`src/rtl/pncm_pkg.sv`:
```
// ----------------------------------------------------------------------------
// pncm_pkg: shared types and codes for the palette nearest color mapper
// Action codes, control state encoding and fixed field widths.
// ----------------------------------------------------------------------------
`default_nettype none

package pncm_pkg;

    localparam int COLOR_W   = 8;
    localparam int ENTRY_W   = 3 * COLOR_W;  // packed r, g, b
    localparam int INDEX_W   = 4;            // width of the entry_index field
    localparam int LIMIT_W   = 5;            // width of the palette_limit register
    localparam int SQ_W      = 2 * COLOR_W;  // square of one channel difference
    localparam int DIST_W    = SQ_W + 2;     // sum of three squares

    localparam logic [LIMIT_W-1:0] LIMIT_RESET = 5'd16;

    typedef logic [1:0] t_action;

    localparam t_action ACT_CLEAR  = 2'd0;
    localparam t_action ACT_APPEND = 2'd1;
    localparam t_action ACT_MAP    = 2'd2;

    typedef enum logic [1:0] {
        ST_IDLE,
        ST_SEARCH,
        ST_FINISH
    } t_state;

endpackage

`default_nettype wire

```
`src/rtl/pncm_ram.sv`:
```
// ----------------------------------------------------------------------------
// pncm_ram: generic simple dual-port RAM
// One write port, one read port, read data registered.
// ----------------------------------------------------------------------------
`default_nettype none

module pncm_ram #(
    parameter int WIDTH = 24,
    parameter int DEPTH = 16
) (
    input  wire logic                                  i_clk,
    input  wire logic                                  i_we,
    input  wire logic [(DEPTH > 1 ? $clog2(DEPTH) : 1)-1:0] i_waddr,
    input  wire logic [WIDTH-1:0]                      i_wdata,
    input  wire logic                                  i_re,
    input  wire logic [(DEPTH > 1 ? $clog2(DEPTH) : 1)-1:0] i_raddr,
    output logic      [WIDTH-1:0]                      o_rdata
);

    logic [WIDTH-1:0] r_mem [DEPTH];

    always_ff @(posedge i_clk) begin
        if (i_we) begin
            r_mem[i_waddr] <= i_wdata;
        end
    end

    always_ff @(posedge i_clk) begin
        if (i_re) begin
            o_rdata <= r_mem[i_raddr];
        end
    end

endmodule

`default_nettype wire

```
`src/rtl/palette_nearest_color_mapper.sv`:
```
// ----------------------------------------------------------------------------
// palette_nearest_color_mapper: nearest palette color quantizer
// Keeps up to PALETTE_DEPTH RGB entries in a RAM and maps pixels to the
// entry with the smallest squared RGB distance (lowest index wins ties).
// ----------------------------------------------------------------------------
//
//  channel   handshake            payload
//  -------   ------------------   -------------------------------------------
//  input     i_valid / o_ready    i_action i_in_r i_in_g i_in_b i_in_alpha
//                                 i_has_alpha i_last_pixel
//  output    o_valid / i_ready    o_out_r o_out_g o_out_b o_out_alpha
//                                 o_entry_index o_palette_used o_last_out
//  config    i_cfg_we (no wait)   i_cfg_wdata (palette_limit)
//
//  Clear and append words finish in the accept cycle. A map word against N
//  stored entries goes through the accept cycle, one RAM read per entry (the
//  single read port sets the pace), the draining of the two distance stages,
//  a check that sees the pipe empty and the hand-off of the result to the
//  output register. An empty palette goes from accept straight to hand-off.
//  Synchronous active-low reset clears the entry count and sets the limit
//  to 16; palette contents are not reset, only entries below the count are
//  ever read. The output register holds a finished word while the next
//  word is accepted; a stalled output only holds the block in the hand-off
//  cycle of the following map word.
// ----------------------------------------------------------------------------
`default_nettype none

module palette_nearest_color_mapper #(
    parameter int PALETTE_DEPTH = 16
) (
    input  wire logic                    i_clk,
    input  wire logic                    i_rst_n,

    input  wire logic                    i_cfg_we,
    input  wire logic [4:0]              i_cfg_wdata,

    input  wire logic                    i_valid,
    output logic                         o_ready,
    input  wire pncm_pkg::t_action       i_action,
    input  wire logic [7:0]              i_in_r,
    input  wire logic [7:0]              i_in_g,
    input  wire logic [7:0]              i_in_b,
    input  wire logic [7:0]              i_in_alpha,
    input  wire logic                    i_has_alpha,
    input  wire logic                    i_last_pixel,

    output logic                         o_valid,
    input  wire logic                    i_ready,
    output logic [7:0]                   o_out_r,
    output logic [7:0]                   o_out_g,
    output logic [7:0]                   o_out_b,
    output logic [7:0]                   o_out_alpha,
    output logic [3:0]                   o_entry_index,
    output logic                         o_palette_used,
    output logic                         o_last_out
);

    import pncm_pkg::*;

    localparam int AW = (PALETTE_DEPTH > 1) ? $clog2(PALETTE_DEPTH) : 1;
    localparam int CW = $clog2(PALETTE_DEPTH + 1);
    localparam int LW = (CW > LIMIT_W) ? CW : LIMIT_W;

    // control
    t_state              r_state, n_state;
    logic [LIMIT_W-1:0]  r_limit;
    logic [CW-1:0]       r_count;
    logic [CW-1:0]       r_rd_idx;
    logic                r_v1, r_v2, r_first;
    logic                r_out_valid;

    // handshake decode
    logic                in_acc;
    logic                do_append;
    logic                append_ok;
    logic                rd_en;
    logic                out_load;

    // latched pixel
    logic [COLOR_W-1:0]  r_px_r, r_px_g, r_px_b, r_px_a;
    logic                r_px_last;

    // search pipeline
    logic [ENTRY_W-1:0]  rd_data;
    logic [AW-1:0]       r_idx1, r_idx2;
    logic [SQ_W-1:0]     r_sq_r, r_sq_g, r_sq_b;
    logic [ENTRY_W-1:0]  r_ent2;
    logic [DIST_W-1:0]   sum_sq;
    logic [COLOR_W-1:0]  ad_r, ad_g, ad_b;
    logic [COLOR_W-1:0]  e_r, e_g, e_b;

    // running best
    logic [DIST_W-1:0]   r_best_d;
    logic [AW-1:0]       r_best_idx;
    logic [ENTRY_W-1:0]  r_best_c;
    logic                r_best_used;

    // output register
    logic [COLOR_W-1:0]  r_o_r, r_o_g, r_o_b, r_o_a;
    logic [3:0]          r_o_idx;
    logic                r_o_used, r_o_last;

    assign in_acc    = i_valid && o_ready;
    assign append_ok = (LW'(r_count) < LW'(r_limit))
                    && (r_count < CW'(PALETTE_DEPTH));
    assign do_append = in_acc && (i_action == ACT_APPEND) && append_ok;
    assign rd_en     = (r_state == ST_SEARCH) && (r_rd_idx < r_count);

    // ---- palette store ------------------------------------------------------
    pncm_ram #(
        .WIDTH (ENTRY_W),
        .DEPTH (PALETTE_DEPTH)
    ) u_palette (
        .i_clk   (i_clk),
        .i_we    (do_append),
        .i_waddr (r_count[AW-1:0]),
        .i_wdata ({i_in_r, i_in_g, i_in_b}),
        .i_re    (rd_en),
        .i_raddr (r_rd_idx[AW-1:0]),
        .o_rdata (rd_data)
    );

    // ---- control FSM --------------------------------------------------------
    always_ff @(posedge i_clk) begin
        if (!i_rst_n) begin
            r_state <= ST_IDLE;
        end else begin
            r_state <= n_state;
        end
    end

    always_comb begin
        n_state  = r_state;
        o_ready  = 1'b0;
        out_load = 1'b0;
        unique case (r_state)
            ST_IDLE: begin
                o_ready = 1'b1;
                if (i_valid && (i_action == ACT_MAP)) begin
                    n_state = (r_count == '0) ? ST_FINISH : ST_SEARCH;
                end
            end
            ST_SEARCH: begin
                // all reads issued and both distance stages drained
                if (!rd_en && !r_v1 && !r_v2) begin
                    n_state = ST_FINISH;
                end
            end
            ST_FINISH: begin
                if (!r_out_valid || i_ready) begin
                    out_load = 1'b1;
                    n_state  = ST_IDLE;
                end
            end
            default: n_state = ST_IDLE;
        endcase
    end

    // ---- config, count, read pointer, pipeline valids -----------------------
    always_ff @(posedge i_clk) begin
        if (!i_rst_n) begin
            r_limit     <= LIMIT_RESET;
            r_count     <= '0;
            r_rd_idx    <= '0;
            r_v1        <= 1'b0;
            r_v2        <= 1'b0;
            r_first     <= 1'b0;
            r_out_valid <= 1'b0;
        end else begin
            if (i_cfg_we) begin
                r_limit <= i_cfg_wdata;
            end
            if (in_acc && (i_action == ACT_CLEAR)) begin
                r_count <= '0;
            end else if (do_append) begin
                r_count <= r_count + 1'b1;
            end
            if (in_acc) begin
                r_rd_idx <= '0;
                r_first  <= 1'b1;
            end else if (rd_en) begin
                r_rd_idx <= r_rd_idx + 1'b1;
            end
            r_v1 <= rd_en;
            r_v2 <= r_v1;
            if (r_v2) begin
                r_first <= 1'b0;
            end
            if (out_load) begin
                r_out_valid <= 1'b1;
            end else if (i_ready) begin
                r_out_valid <= 1'b0;
            end
        end
    end

    // ---- stage 1: absolute differences and squares --------------------------
    always_comb begin
        e_r  = rd_data[ENTRY_W-1 -: COLOR_W];
        e_g  = rd_data[SQ_W-1 -: COLOR_W];
        e_b  = rd_data[COLOR_W-1:0];
        ad_r = (r_px_r >= e_r) ? (r_px_r - e_r) : (e_r - r_px_r);
        ad_g = (r_px_g >= e_g) ? (r_px_g - e_g) : (e_g - r_px_g);
        ad_b = (r_px_b >= e_b) ? (r_px_b - e_b) : (e_b - r_px_b);
    end

    always_ff @(posedge i_clk) begin
        r_idx1 <= r_rd_idx[AW-1:0];
        if (r_v1) begin
            r_sq_r <= SQ_W'(ad_r) * SQ_W'(ad_r);
            r_sq_g <= SQ_W'(ad_g) * SQ_W'(ad_g);
            r_sq_b <= SQ_W'(ad_b) * SQ_W'(ad_b);
            r_ent2 <= rd_data;
            r_idx2 <= r_idx1;
        end
    end

    // ---- stage 2: sum and compare against the running best ------------------
    assign sum_sq = DIST_W'(r_sq_r) + DIST_W'(r_sq_g) + DIST_W'(r_sq_b);

    always_ff @(posedge i_clk) begin
        if (in_acc) begin
            // latch pixel; empty palette passes the color straight through
            r_px_r      <= i_in_r;
            r_px_g      <= i_in_g;
            r_px_b      <= i_in_b;
            r_px_a      <= i_has_alpha ? i_in_alpha : '0;
            r_px_last   <= i_last_pixel;
            r_best_c    <= {i_in_r, i_in_g, i_in_b};
            r_best_idx  <= '0;
            r_best_used <= 1'b0;
        end else if (r_v2 && (r_first || (sum_sq < r_best_d))) begin
            // strict less-than keeps the lowest index on ties
            r_best_d    <= sum_sq;
            r_best_idx  <= r_idx2;
            r_best_c    <= r_ent2;
            r_best_used <= 1'b1;
        end
    end

    // ---- output register ----------------------------------------------------
    always_ff @(posedge i_clk) begin
        if (out_load) begin
            r_o_r    <= r_best_c[ENTRY_W-1 -: COLOR_W];
            r_o_g    <= r_best_c[SQ_W-1 -: COLOR_W];
            r_o_b    <= r_best_c[COLOR_W-1:0];
            r_o_a    <= r_px_a;
            r_o_idx  <= INDEX_W'(r_best_idx);
            r_o_used <= r_best_used;
            r_o_last <= r_px_last;
        end
    end

    assign o_valid        = r_out_valid;
    assign o_out_r        = r_o_r;
    assign o_out_g        = r_o_g;
    assign o_out_b        = r_o_b;
    assign o_out_alpha    = r_o_a;
    assign o_entry_index  = r_o_idx;
    assign o_palette_used = r_o_used;
    assign o_last_out     = r_o_last;

    // ---- assertions ---------------------------------------------------------
    a_count_bound: assert property (@(posedge i_clk) disable iff (!i_rst_n)
        r_count <= CW'(PALETTE_DEPTH))
        else $error("entry count beyond palette depth");

    a_idle_drained: assert property (@(posedge i_clk) disable iff (!i_rst_n)
        o_ready |-> (!r_v1 && !r_v2))
        else $error("search pipeline busy while accepting a word");

    a_empty_map: assert property (@(posedge i_clk) disable iff (!i_rst_n)
        (in_acc && (i_action == ACT_MAP) && (r_count == '0))
            |=> (r_state == ST_FINISH) && !r_best_used)
        else $error("empty palette map did not go straight to hand-off");

    a_load_frees: assert property (@(posedge i_clk) disable iff (!i_rst_n)
        out_load |=> o_valid)
        else $error("result load lost");

endmodule

`default_nettype wire
```
`config.mk`:
```
export PLATFORM = sky130hd
export DESIGN_NAME = palette_nearest_color_mapper
export DESIGN_NICKNAME = d
export VERILOG_FILES = /design/src/rtl/pncm_pkg.sv /design/src/rtl/pncm_ram.sv /design/src/rtl/palette_nearest_color_mapper.sv
export SDC_FILE = /design/constraint.sdc
export NUM_CORES = 1
export LEC_CHECK = 0
export BUFFER_PORTS_ARGS = -buffer_cell sky130_fd_sc_hd__clkbuf_2
export CAP_MARGIN = 30
export CORE_MARGIN = 3
export CORE_UTILIZATION = 59
export CTS_BUF_LIST = sky130_fd_sc_hd__clkbuf_4
export CTS_CLUSTER_SIZE = 40
export DETAILED_ROUTE_END_ITERATION = 8
export PLACE_DENSITY = 0.86
export SKIP_LAST_GASP = 1
export SLEW_MARGIN = 20
export SYNTH_ARGS = -nofsm -noshare
export SYNTH_HDL_FRONTEND = slang
export SYNTH_SLANG_ARGS = --single-unit
export TNS_END_PERCENT = 50
```
`constraint.sdc`:
```
create_clock -name i_clk -period 6.2 [get_ports i_clk]
set_clock_uncertainty 0.15 [all_clocks]
set_input_delay 1.24 -clock i_clk [delete_from_list [all_inputs] [get_ports i_clk]]
set_output_delay 1.24 -clock i_clk [all_outputs]
set_load 0.01 [all_outputs]
```
==> impl_results.md <==
- Status: finished with violations
- Violated checks: setup timing
- CTS H-tree lvls: 4
- Dpl ws: -0.2311 ns
- Finish-stage setup viols: 4
- Via density: 5.922
- Initial antenna violation count: 3
- Top-area cell type share of the netlist area: 0.5811
- CTS sink cnt: 624
- Worst-margin pin slew: 0.8821 ns
- Clk slew on worst S/H paths: 0.09 ns
- Syn-to-layout area delta: 16.33%
- Number of synthesized flops with an enable pin: 594
- F_max: 160.3 MHz
- Slew Limit Fails: 0
- Critical path peak fanout: 5
- Post-Route Setup TNS: -0.08376 ns
- CTS tree: built
- Area of the core: 50790 um^2
- CP max stage cell: fa_1
- Iteration-0 DRC Markers: 1533
- Synth top area cells: edfxtp_1 58%, mux4_2 8.8%, ha_1 7.3%
- Vias in the first global route: 19290
- Most common cell after layout, fill and taps aside: edfxtp_1
- Mapped Area: 30690 um^2
- TritonCTS buffer count: 152
- Most frequent cells in the layout: 594 x edfxtp_1, 216 x clkbuf_4, 211 x inv_1, 158 x ha_1, 138 x buf_4
- Rel. slew slack: 0.4119
- Wire per inst: 21.98 um
- Max VDD drop: 0.4559 mV
- Post-DP HPWL: 43410 um
- Fin crit share: 1.006
- Total grt overflow: 0
- Share of cells above drive strength 1: 0.3097
- First-pass GRT wire length: 104400 um
- Worst path cell trace: inv_1 > ha_2 > inv_2 > fa_2 > a21o_1 > a211oi_4 > buf_4 > o221a_4 > mux2i_4 > xnor2_4 > or2_4 > fa_1 > inv_2 > fa_1 > fa_1 > ha_1 > ha_1 > a21oi_1 > inv_1 > a221o_1 > a21oi_1 > o21ai_0 > xor2_1
- Remaining routing DRC violations: 0
- Crit. End Element: flip-flop
- MaxCap Viol Count: 0
- Layout fillers: 3125
- Longest Clk Path Bufs: 3
- Clk_lat worst skew: 0.99 ns
- CP most frequent cell: fa_1
- Critical path type: reg2reg
- Unrepaired setup endpoints after global routing: yes
- Power per cell area: 405.6 nW/um^2
- # IOs: 86
- Non-Filler Cell Area, Final: 35710 um^2
- Drt pass-1 iters: 5
- Die H: 234.1 um
- Detail Route Antenna Nets: 0
- Nets: 2682
- Via count: 18610
- Critical Path AT: 6.81 ns
- Register bit total from synthesis: 624
- Synth Warn #: 0
- Cell leakage power: 13.88 nW
- Die ar.: 54800 um^2
- Port Buffers: 85
- Top_reg_cell synth: edfxtp_1
- Fraction of the yosys area taken by sequential cells: 0.6007
- Root buffer cell: clkbuf_4
- Final min period: 6.240 ns
- Initial Util: 0.6044
- Core Rows: 82
- Largest net degree at the start of global routing: 102
- Mapped Cells: 2018
- Final wirelength: 69050 um
- Hold_buf cts: 0
- Area post-placement: 32740 um^2
- Total global-route track usage: 0.2529
- Post-Syn Area per Cell: 15.21 um^2
- Final Hold Violating Endpoints: 0
- Critical path required time: 6.77 ns
- Die outline width: 234.1 um
- Async set-or-reset flop fraction in the synthesized netlist: 0
- Synth unique cells: 68
- Crit-path max cell delay: 0.49 ns
- GPL Wtd Cong: 0.8470
- Startpoint Class: flip-flop
- Post-route setup slack: -0.03981 ns
- Hold crit path type: reg2reg
- Cell taking the most area after synthesis: edfxtp_1
[cells in the mapped netlist (all sizes together), types with 9 or more instances]
| master | count |
|---|---|
| edfxtp | 594 |
| inv | 237 |
| ha | 179 |
| nor2 | 126 |
| mux4 | 120 |
| nand2 | 120 |
| fa | 97 |
| a21oi | 65 |
| xnor2 | 51 |
| o21ai | 42 |
| a21o | 39 |
| dfxtp | 30 |
| clkbuf | 27 |
| xor2 | 27 |
| buf | 21 |
| mux2i | 21 |
| nor2b | 21 |
| or2 | 17 |
| nand2b | 16 |
| nor3 | 15 |
| nand3 | 14 |
| and2 | 12 |
| o21a | 11 |
| o21bai | 11 |
| or4 | 10 |
| nand4 | 9 |
[repair_timing]
| item | in CTS | in global routing |
|---|---|---|
| setup buffers | 11 | 26 |
| setup endpoints to repair | 14 | 18 |
| cloned | 1 | 0 |
| gates resized for setup | 33 | 128 |
| pin swaps | 17 | 90 |
[path summary, 6_finish.rpt]
check | startpoint | end | slack (ns) | cells after the start
max | r_px_r[0] | r_sq_r[15] | -0.04 | 23
min | r_best_c[23] | o_out_r[7] | 0.24 | 0
max reg2reg | r_px_r[0] | r_sq_r[15] | -0.04 | 23
min reg2reg | r_best_c[23] | o_out_r[7] | 0.24 | 0
[critical path: cells and delay by family (launching register included)]
kind	cells	cell delay, ns
adders and majority gates	7	2.45
xor gates and xnor gates	2	0.32
AOI/OAI and AO/OA	7	1.69
and+or+nand+nor	1	0.28
buffers and inverters	5	0.41
muxes	1	0.29
DFF	1	0.40
[power by group]
group / internal, mW / switching, mW
sequential: 4.93 / 0.0267
clock: 1.85 / 1.59
combinational: 2.97 / 3.10
total: 9.76 / 4.72
[layout make-up]
class	instances	area [um^2]	area share
multi-input combinational	1110	11920	0.3339
antenna	6	15.01	0.0004205
inverter	237	889.6	0.02491
tap	672	840.8	0.02355
clock buffer	216	1622	0.04541
sequential	624	18450	0.5167
timing repair buffer	235	1635	0.04580
clock inverter	42	331.6	0.009286
[layer usage]
metal | vias to the layer above | wire [um] | GRT usage
li1 | 8187 | - | -
met3 | 213 | 4822 | 0.06378
met2 | 838 | 36010 | 0.4315
met1 | 9367 | 25570 | 0.3118
met4 | 2 | 2639 | 0.1012
met5 | - | 13 | 0
[registers in the layout, indices dropped and copies added (netlist names), 15 cells and up]
name               flops
u_palette.r_mem      384
r_best_c              24
r_ent2                24
u_palette.o_rdata     24
r_best_d              18
r_sq_b                15
r_sq_g                15
r_sq_r                15
[cells by family (layout without fill, tap and decap cells)]
logic type / Yosys count / after routing / synth area share
other: 2 / 9 / 0.0002447
adders and majority gates: 276 / 276 / 0.1362
and+or+nand+nor: 384 / 384 / 0.05895
muxes: 141 / 141 / 0.09490
DFF: 624 / 624 / 0.6007
AOI/OAI and AO/OA: 228 / 228 / 0.05104
buffers and inverters: 285 / 730 / 0.03518
xor gates and xnor gates: 78 / 78 / 0.02275
[through the flow]
| stage | hold slack [ns] | utilization | cells | power, mW |
|---|---|---|---|---|
| final | 0.2437 | 0.7031 | 3142 | 14.48 |
| after global routing | 0.2428 | 0.7029 | 3139 | 15.43 |
| after CTS | 0.2225 | 0.6881 | 3109 | 13.44 |
| after detailed placement | 0.2452 | 0.6446 | 2839 | 9.838 |
| after global placement | 0.2403 | 0.6440 | 2838 | 9.602 |
| after floorplan | 0.2029 | - | 2019 | 8.504 |
Power figures use the tool's default switching activity.
